$ cat config.mk
export PLATFORM = sky130hd
export DESIGN_NAME = gmps_ram
export DESIGN_NICKNAME = d
export VERILOG_FILES = /design/src/gmps_ram.sv
export SDC_FILE = /design/constraint.sdc
export NUM_CORES = 1
export LEC_CHECK = 0
export BUFFER_PORTS_ARGS = -buffer_cell sky130_fd_sc_hd__buf_2
export CORE_ASPECT_RATIO = 0.6
export CORE_MARGIN = 2
export CORE_UTILIZATION = 50
export CTS_CLUSTER_SIZE = 20
export DETAILED_ROUTE_END_ITERATION = 10
export HOLD_SLACK_MARGIN = 0.03
export PLACE_DENSITY = 0.66
export SETUP_SLACK_MARGIN = 0.05
export SLEW_MARGIN = 10
export SYNTH_ARGS = -nofsm -noshare
export SYNTH_HDL_FRONTEND = slang
export SYNTH_SLANG_ARGS = --single-unit
$ cat constraint.sdc
create_clock -name clk -period 2.5 [get_ports clk]
set_input_delay 0.25 -clock clk [delete_from_list [all_inputs] [get_ports clk]]
set_output_delay 0.25 -clock clk [all_outputs]
set_load 0.1 [all_outputs]
$ cat src/gmps_ram.sv
// ----------------------------------------------------------------------------
// gmps_ram: generic single-port-write, single-port-read RAM
// One write and one registered read per cycle; read returns old data.
// ----------------------------------------------------------------------------
`default_nettype none
module gmps_ram #(
	parameter int WIDTH = 8,
	parameter int DEPTH = 16
) (
	input  wire logic                                    clk,
	input  wire logic                                    we,
	input  wire logic [$clog2((DEPTH > 1) ? DEPTH : 2)-1:0] waddr,
	input  wire logic [WIDTH-1:0]                        wdata,
	input  wire logic [$clog2((DEPTH > 1) ? DEPTH : 2)-1:0] raddr,
	output      logic [WIDTH-1:0]                        rdata
);
	logic [WIDTH-1:0] mem [DEPTH];

	always_ff @(posedge clk) begin
		if (we) begin
			mem[waddr] <= wdata;
		end
		rdata <= mem[raddr];
	end

endmodule
`default_nettype wire

==> flow_summary.yaml, run 1 <==
floorplanning:
  core_um2: 9950
  fp.dieW_um: 135
  die-area_um2: 11100
  io_pins: 26
  rows: 28
  fp.dieH_um: 82.6
  start_util: 0.517
synthesis:
  syn_area_um2: 5150
  synth_cell_types: 19
  avgSynthCellArea_um2: 22.5
  yosysSeqAreaShare: 0.778
  syn-instance-count: 229
  yosysWarningCount: 0
  synth_seq_cells: 136
  syn_nets: 247
critical_path:
  worst-r2r-setup-slack_ps: 1150
  critPathCaptureType: "flip-flop"
  slowest_delay_ps: 530
  path_class: "in2reg"
  required_ps: 2780
  crit_slowest_cell: "mux4_2"
  path_cells: "buf_2 > buf_12 > mux4_2 > a22oi_1 > nand2_1"
  path_buf_inv: 2
  crit_fanout: 20
  crit_family: "buffers and inverters"
  critPathLaunchType: "primary input"
  worstPathArrival_ps: 1780
power_and_ir_drop:
  power.density_nw_per_um2: 847
  p_leak_nw: 2.05
  irDropWorstVdd_mv: 0.543
  p_total_mw: 5.10
drt:
  ant_nets: 0
  post_drt_wl_per_cell_um: 22.9
  wl_mm: 9.84
  num_vias: 2426
  detail_route.vias_per_cell: 5.64
  initialDrtViolationCount: 146
  drc_errors: 0
  drtPass1Iterations: 4
run:
  cap_violations: 0
clock_tree:
  clock_path_buffers: 2
  cts_buffers: 17
  tritoncts: "done"
  clock_latency_ps: 410
  cts-resized-gates: 0
  htreeDepth: 4
  post_cts_buffers: 0
  clock-sinks: 136
  holdBufCountCts: 0
  cts.root.buffer_cell: "clkbuf_16"
  cts.clk_slew.worst_paths_ps: 60
placed_design:
  portBuffers: 25
  hpwl_mm: 6.12
  gp_congestion: 0.722
final_layout:
  fillers: 743
  drive_gt1_frac: 0.288
  syn_to_final_growth_pct: 17.0
  postLayoutCoreUtil: 0.605
  seq_area_um2: 4000
  multiInputGateArea_um2: 1060
  antenna_cells: 0
  nNetsFinal: 300
sta:
  rsz0062_at_grt: "false"
  setup_tns_ps: 0
  fmax_mhz: 667
  fin_crit_sh: 0.600
  worst_pin_slew_ps: 763
  setup-violations-final: 0
  maxSlewHeadroom: 0.489
  skew_ps: 13.1
  maxSlewViolCount: 0
  hold_violations: 0
  fin_crit_ps: 1500
outcome:
  status: "finished, final reports clean"
global_routing:
  antenna_found_initial: 0
  grt_pass1_wl_mm: 14.9
  grt_pass1_vias: 2508
  grt_overflow: 0
  grtUsageTotal: 0.200
  grt_max_degree: 33
hold_path:
  hp-class: "in2reg"
-- power breakdown --
part | switching (mW) | internal (mW)
combinational | 0.239 | 0.100
sequential | 0.0140 | 2.55
clock | 0.839 | 1.36
total | 1.09 | 4.01
-- layer usage --
layer  part of all wire  GRT usage  vias to the layer above
li1                   -          -                     1083
met1               0.46      0.286                     1265
met2               0.47      0.302                       72
met3              0.061     0.0464                        6
met4             0.0057     0.0865                        0
met5                  0          0                        -
-- layout by cell type, fill, tap and decap left out, types with 2 or more instances in the layout --
cell type  synthesis  layout
dfxtp_1            8       8
clkinv_2           0       4
clkbuf_16          0      17
nand2b_1           2       2
nor2_1            13      13
mux4_2            18      18
nand3b_1           2       2
clkbuf_1           0       9
edfxtp_1         128     128
buf_4              1      18
a22oi_1           16      16
nor3_1             4       4
mux4_1            14      14
buf_2              3      25
nand2_1            9       9
-- flip-flops by register name, summed over array words and instances (netlist names) --
signal / flops
rdata: 8
mem: 128
-- logic make-up after synthesis --
| group | count (synthesis) | share of synthesized area |
|---|---|---|
| compound gates | 16 | 0.0233 |
| buf+inv | 10 | 0.0168 |
| flops | 136 | 0.778 |
| mux | 32 | 0.150 |
| simple gates | 35 | 0.0318 |
-- metrics by stage --
stage / instances / setup slack, ps / hold WS, ps / cell area [um2]
after detailed placement: 398 / 526 / 644 / 5510
after global routing: 430 / 907 / 227 / 6020
final: 430 / 1000 / 224 / 6020
after floorplan: 229 / 757 / 349 / 5150
after CTS: 430 / 949 / 219 / 6020
after global placement: 398 / 591 / 643 / 5510
-- Yosys cell counts --
| library cell | n | share of area |
|---|---|---|
| and2b_1 | 1 | 0.0015 |
| and2_1 | 1 | 0.0012 |
| nor3_1 | 4 | 0.0039 |
| mux4_2 | 18 | 0.079 |
| mux4_1 | 14 | 0.071 |
| nand3_1 | 1 | 0.00097 |
| a22oi_1 | 16 | 0.023 |
| nor2_1 | 13 | 0.0095 |
| nand2_1 | 9 | 0.0066 |
| nand3b_1 | 2 | 0.0029 |
| clkdlybuf4s25_2 | 3 | 0.0058 |
| buf_2 | 3 | 0.0029 |
| nor2b_1 | 1 | 0.0012 |
| nand2b_1 | 2 | 0.0024 |
| or3b_2 | 1 | 0.0017 |
| edfxtp_1 | 128 | 0.75 |
| buf_4 | 1 | 0.0015 |
| dfxtp_1 | 8 | 0.031 |
| buf_6 | 3 | 0.0066 |
-- layout make-up --
| cell class | count | share of cell area |
|---|---|---|
| Clock inverter | 6 | 0.00893 |
| Tap cell | 135 | 0.0280 |
| Timing Repair Buffer | 44 | 0.0465 |
| Clock buffer | 26 | 0.0762 |
| Multi-Input combinational cell | 83 | 0.176 |
| Sequential cell | 136 | 0.665 |
-- path summary, 6_finish.rpt --
check,start,end,depth (start not counted)
setup / recovery,raddr[0],rdata[6],5
hold / removal,wdata[7],mem[3][7],1
setup reg to reg,mem[3][6],rdata[6],3
hold reg to reg,mem[7][1],rdata[1],3
No activity file was read; power rests on OpenSTA's default activity.
==> inputs of run 2 (changes only) <==
==> constraint.sdc (replaced) <==
create_clock -name clk -period 1.4 [get_ports clk]
set_input_delay 0.14 -clock clk [delete_from_list [all_inputs] [get_ports clk]]
set_output_delay 0.14 -clock clk [all_outputs]
set_load 0.1 [all_outputs]
==> run 2 against run 1 <==
Power is 82% higher. Global-route usage hardly changed. Non-clock buffer count is 7 higher. Routed wire length is 2.1% lower. Sequential cell count stayed put. Combinational power is 90% higher. Clock skew is 6.4 ps lower. Largest power group unchanged. Critical path depth is 2 lower. Register-to-register slack worse by 1100 ps. Clock-buffer cell count is 2 higher. Design area is 2.5% higher. Sequential power is 79% higher.
==> flow_summary.yaml, run 2 (synthesized netlist as in run 1, its figures left out) <==
clock_tree:
  cts_buffers: 17
  clock_latency_ps: 410
  htreeDepth: 4
  clock_path_buffers: 2
  tritoncts: "done"
  cts.clk_slew.worst_paths_ps: 50
  clock-sinks: 136
  cts.root.buffer_cell: "clkbuf_16"
  holdBufCountCts: 0
sta:
  fin_crit_ps: 1310
  maxSlewViolCount: 0
  skew_ps: 6.65
  maxSlewHeadroom: 0.377
  setup-violations-final: 0
  hold_violations: 0
  fmax_mhz: 761
  rsz0062_at_grt: "false"
  worst_pin_slew_ps: 933
  fin_crit_sh: 0.939
placed_design:
  portBuffers: 25
  hpwl_mm: 6.35
  gp_congestion: 0.769
floorplanning:
  fp.dieH_um: 82.6
  core_um2: 9950
  start_util: 0.517
  die-area_um2: 11100
  fp.dieW_um: 135
  rows: 28
  io_pins: 26
power_and_ir_drop:
  power.density_nw_per_um2: 1500
  p_leak_nw: 2.11
  irDropWorstVdd_mv: 1.27
  p_total_mw: 9.27
critical_path:
  worstPathArrival_ps: 1600
  required_ps: 1680
  path_class: "reg2reg"
  critPathLaunchType: "flip-flop"
  critPathCaptureType: "flip-flop"
  crit_fanout: 1
global_routing:
  grt_max_degree: 24
  grt_pass1_vias: 2475
  grt_overflow: 0
  antenna_found_initial: 0
  grtUsageTotal: 0.200
  grt_pass1_wl_mm: 14.8
final_layout:
  reg_top3: "mem x128, rdata x8"
  largest_register_ffs: 128
  nNetsFinal: 307
  syn_to_final_growth_pct: 19.9
  final_cell_mix: "edfxtp_1, buf_4, buf_2, mux4_2, clkbuf_16"
  drive_gt1_frac: 0.331
  final_common_cell: "edfxtp_1"
  postLayoutCoreUtil: 0.620
  antenna_cells: 0
  top_register: "mem"
drt:
  detail_route.vias_per_cell: 5.53
  ant_nets: 0
  initialDrtViolationCount: 212
  num_vias: 2415
  wl_mm: 9.63
  drc_errors: 0
  post_drt_wl_per_cell_um: 22.0
  drtPass1Iterations: 4
outcome:
  status: "finished, final reports clean"
run:
  cap_violations: 0
hold_path:
  hp-class: "in2reg"
[run 2: cell types whose count changed in the layout (fill, tap and decap cells not counted)]
cell,change
buf_4,+8
a22oi_1,-6
a22oi_2,+6
buf_2,-3
clkbuf_8,+3
buf_12,+2
clkinv_2,-2
clkbuf_1,-1
nor3_1,-1
nor3_2,+1
[run 2: path summary, 6_finish.rpt]
check / slack [ps] / depth (start not counted) / endpoint / start
worst max register to register: 90 / 3 / rdata[5] / mem[9][5]
worst max-delay path: 90 / 3 / rdata[5] / mem[9][5]
worst min-delay path: 120 / 1 / mem[7][1] / wdata[1]
worst min register to register: 670 / 3 / rdata[1] / mem[4][1]
[run 2: what timing repair did]
action	4_1_cts	5_1_grt
gates cloned	0	0
buffers inserted	0	0
pin swaps	0	1
setup endpoints to repair	3	5
resized for setup	3	6
[run 2: metrics by stage]
stage	cell area [um2]	std cells	worst slack [ps]	hold WS, ps	setup TNS, ps
after floorplan	5150	229	-6.15	239	-147
after global placement	5590	405	-142	527	-637
after detailed placement	5590	405	-156	532	-842
after CTS	6140	437	61.4	93.1	0
after global routing	6170	437	50.5	107	0
final	6170	437	85.6	117	0
[run 2: worst max-delay path: stages (launching register included)]
cell and delay (ps):
edfxtp_1 350, mux4_1 520, a22oi_2 210, nand2_1 110
[run 2: layout make-up]
type | count | area (um2)
Timing Repair Buffer | 51 | 365
Fill cell | 720 | 3780
Multi-Input combinational cell | 83 | 1090
Clock inverter | 4 | 43.8
Clock buffer | 28 | 497
Sequential cell | 136 | 4000
Tap cell | 135 | 169
[run 2: power by group]
group	leakage [nW]	total [mW]	switching [mW]	internal (mW)
Combinational	0.623	0.645	0.435	0.210
Clock	0.264	4.04	1.47	2.57
Sequential	1.22	4.59	0.0305	4.56
Total	2.11	9.27	1.93	7.34
[run 2: per-layer routing]
| layer | vias up | routed length [um] | track usage |
|---|---|---|---|
| li1 | 1094 | - | - |
| met1 | 1224 | 4600 | 0.294 |
| met2 | 89 | 4120 | 0.279 |
| met3 | 8 | 811 | 0.0556 |
| met4 | 0 | 101 | 0.0969 |
| met5 | - | 0 | 0 |
==> inputs of run 3 (changes only) <==
--- a/config.mk
+++ b/config.mk
@@ -5,6 +5,7 @@
 export SDC_FILE = /design/constraint.sdc
 export NUM_CORES = 1
 export LEC_CHECK = 0
+export ABC_AREA = 1
 export BUFFER_PORTS_ARGS = -buffer_cell sky130_fd_sc_hd__buf_2
 export CORE_ASPECT_RATIO = 0.6
 export CORE_MARGIN = 2
==> run 3 against run 2 <==
Non-clock buffer count down 1. Maximum frequency up 1.7%. Via count is 62% higher. Combinational power is 21% higher. Die area is 12% higher. Hold slack got worse by 27 ps. Routed wire length increased by 44%. Worst setup slack better by 22 ps. Synthesized cell count rose by 140%. Sequential power is essentially flat. Critical path depth down 2. Critical path type is now reg2out. Largest cell class unchanged.
==> flow_summary.yaml, run 3 <==
clock_tree:
  holdBufCountCts: 0
  cts.root.buffer_cell: "clkbuf_16"
  clock_latency_ps: 420
  tritoncts: "done"
  clock-sinks: 136
  htreeDepth: 4
  clock_path_buffers: 2
  cts.clk_slew.worst_paths_ps: 60
  cts_buffers: 17
sta:
  fin_crit_sh: 0.923
  fmax_mhz: 774
  worst_pin_slew_ps: 491
  skew_ps: 9.24
  maxSlewHeadroom: 0.675
  fin_crit_ps: 1290
  hold_violations: 0
  final.setup.worst_slack_ps: 108
  setup-violations-final: 0
  rsz0062_at_grt: "false"
  maxSlewViolCount: 0
  setup_tns_ps: 0
synthesis:
  synthAdderAreaFrac: 0
  synthTopCellsByArea: "edfxtp_1, nand2_1, nand3_1"
  syn_area_um2: 5770
  synth_top_family_by_area: "simple AND/OR/NAND/NOR gates"
  synth_cell_types: 12
  synthFlopType: "edfxtp_1"
  avgSynthCellArea_um2: 10.5
  synth_seq_cells: 136
  async_flop_share: 0
  yosysTopAreaCellShare: 0.667
  synth_edf_count: 128
  syn-instance-count: 551
  yosysWarningCount: 0
  yosysSeqAreaShare: 0.694
  yosysMostFrequentCell: "nand2_1"
  muxShareOfSynthArea: 0
  synth_compound_area_frac: 0
  synth_commonest_cells: "nand2_1, edfxtp_1, inv_1, nand3_1, nor2_1"
  yosys.area.top_type: "edfxtp_1"
  syn_nets: 569
  synth-xor-area-share: 0
  yosys.area_share.simple: 0.210
floorplanning:
  core_um2: 11300
  start_util: 0.512
  io_pins: 26
  rows: 30
  die-area_um2: 12400
  fp.dieH_um: 87.2
  fp.dieW_um: 143
global_routing:
  grt_overflow: 0
  grt_pass1_wl_mm: 21.5
  grtUsageTotal: 0.247
  antenna_found_initial: 0
  grt_pass1_vias: 3723
  grt_max_degree: 37
critical_path:
  path_buf_inv: 1
  startpoint: "rdata[6]"
  critPathCaptureType: "primary output"
  worst_r2r_path_depth: 6
  worstReg2RegStart: "mem[0][3]"
  slowest_delay_ps: 420
  worstPathArrival_ps: 1150
  crit_family: "buffers and inverters"
  r2r_end: "rdata[3]"
  worst-r2r-setup-slack_ps: 330
  path_cells: "buf_2"
  path_class: "reg2out"
  crit_end: "rdata[6]"
  critPathLaunchType: "flip-flop"
  crit_slowest_cell: "buf_2"
  required_ps: 1260
  crit_fanout: 1
  worstSetupPathDepth: 1
final_layout:
  antenna_cells: 0
  multiInputGateArea_um2: 1210
  top_register: "mem"
  syn_to_final_growth_pct: 17.0
  final_cell_mix: "nand2_1, edfxtp_1, inv_1, nand3_1, buf_4"
  reg_top3: "mem x128, rdata x8"
  largest_register_ffs: 128
  drive_gt1_frac: 0.136
  seq_area_um2: 4000
  fillers: 917
  nNetsFinal: 614
  final_common_cell: "nand2_1"
power_and_ir_drop:
  p_leak_nw: 2.94
  p_total_mw: 9.75
  power.density_nw_per_um2: 1450
  irDropWorstVdd_mv: 0.877
run:
  cap_violations: 0
drt:
  wl_mm: 13.8
  drc_errors: 0
  drtPass1Iterations: 5
  post_drt_wl_per_cell_um: 18.4
  ant_nets: 0
  num_vias: 3924
  initialDrtViolationCount: 409
  detail_route.vias_per_cell: 5.21
hold_path:
  hp-class: "in2reg"
outcome:
  status: "finished, final reports clean"
placed_design:
  gp_congestion: 0.836
  hpwl_mm: 8.90
  portBuffers: 25
  pre_cts_slack_ps: 172
[run 3: cell count changes after synthesis, moves of 14 or more]
cell / before / now
mux4_2: 18 / 0
inv_1: 0 / 100
a22oi_1: 16 / 0
nand2_1: 9 / 173
mux4_1: 14 / 0
nand3_1: 1 / 97
[run 3: per-stage QoR]
| stage | utilization | area, um2 | cells | hold slack (ps) |
|---|---|---|---|---|
| 2_1_floorplan | - | 5770 | 551 | 239 |
| 3_3_place_gp | 0.546 | 6140 | 721 | 512 |
| 3_5_place_dp | 0.546 | 6140 | 721 | 520 |
| 4_1_cts | 0.599 | 6750 | 753 | 75.8 |
| 5_1_grt | 0.599 | 6750 | 753 | 103 |
| 6_report | 0.599 | 6750 | 753 | 89.9 |
[run 3: final cells by class]
type / count / area share
sequential: 136 / 0.594
multi-input combinational: 289 / 0.180
clock buffer: 20 / 0.0692
inverter: 102 / 0.0568
timing repair buffer: 50 / 0.0553
tap: 144 / 0.0267
clock inverter: 12 / 0.0185
[run 3: cells by family after synthesis]
group	count (synthesis)
buf+inv	126
flops	136
simple gates	289
[run 3: repair_timing]
| item | CTS | global route |
|---|---|---|
| setup buffers | 0 | 0 |
| setup endpoints to repair | 4 | 0 |
| gates resized for setup | 4 | 0 |
[run 3: tightest hold or removal path, stage by stage]
cell and delay, ps:
buf_2 170, nand3_1 100, nand2_1 40
[run 3: where the power goes]
group / switching [mW] / internal (mW)
sequential: 0.0331 / 4.55
combinational: 0.591 / 0.189
clock: 1.64 / 2.75
total: 2.27 / 7.49
[run 3: worst min-delay path by stage]
stage / start / to / slack [ps] / depth (start not counted)
floorplan: wdata[0] / mem[0][0] / 240 / 0
global placement: raddr[3] / rdata[1] / 510 / 3
detailed placement: raddr[3] / rdata[1] / 520 / 3
CTS: raddr[3] / rdata[0] / 80 / 3
global route: raddr[3] / rdata[0] / 100 / 3
finish: raddr[3] / rdata[0] / 90 / 3
[run 3: layer usage]
metal,part of all wire,track usage,up-vias
met2,0.40,0.322,196
li1,-,-,1862
met1,0.46,0.380,1847
met3,0.11,0.0814,19
met5,0,0,-
met4,0.018,0.0954,0
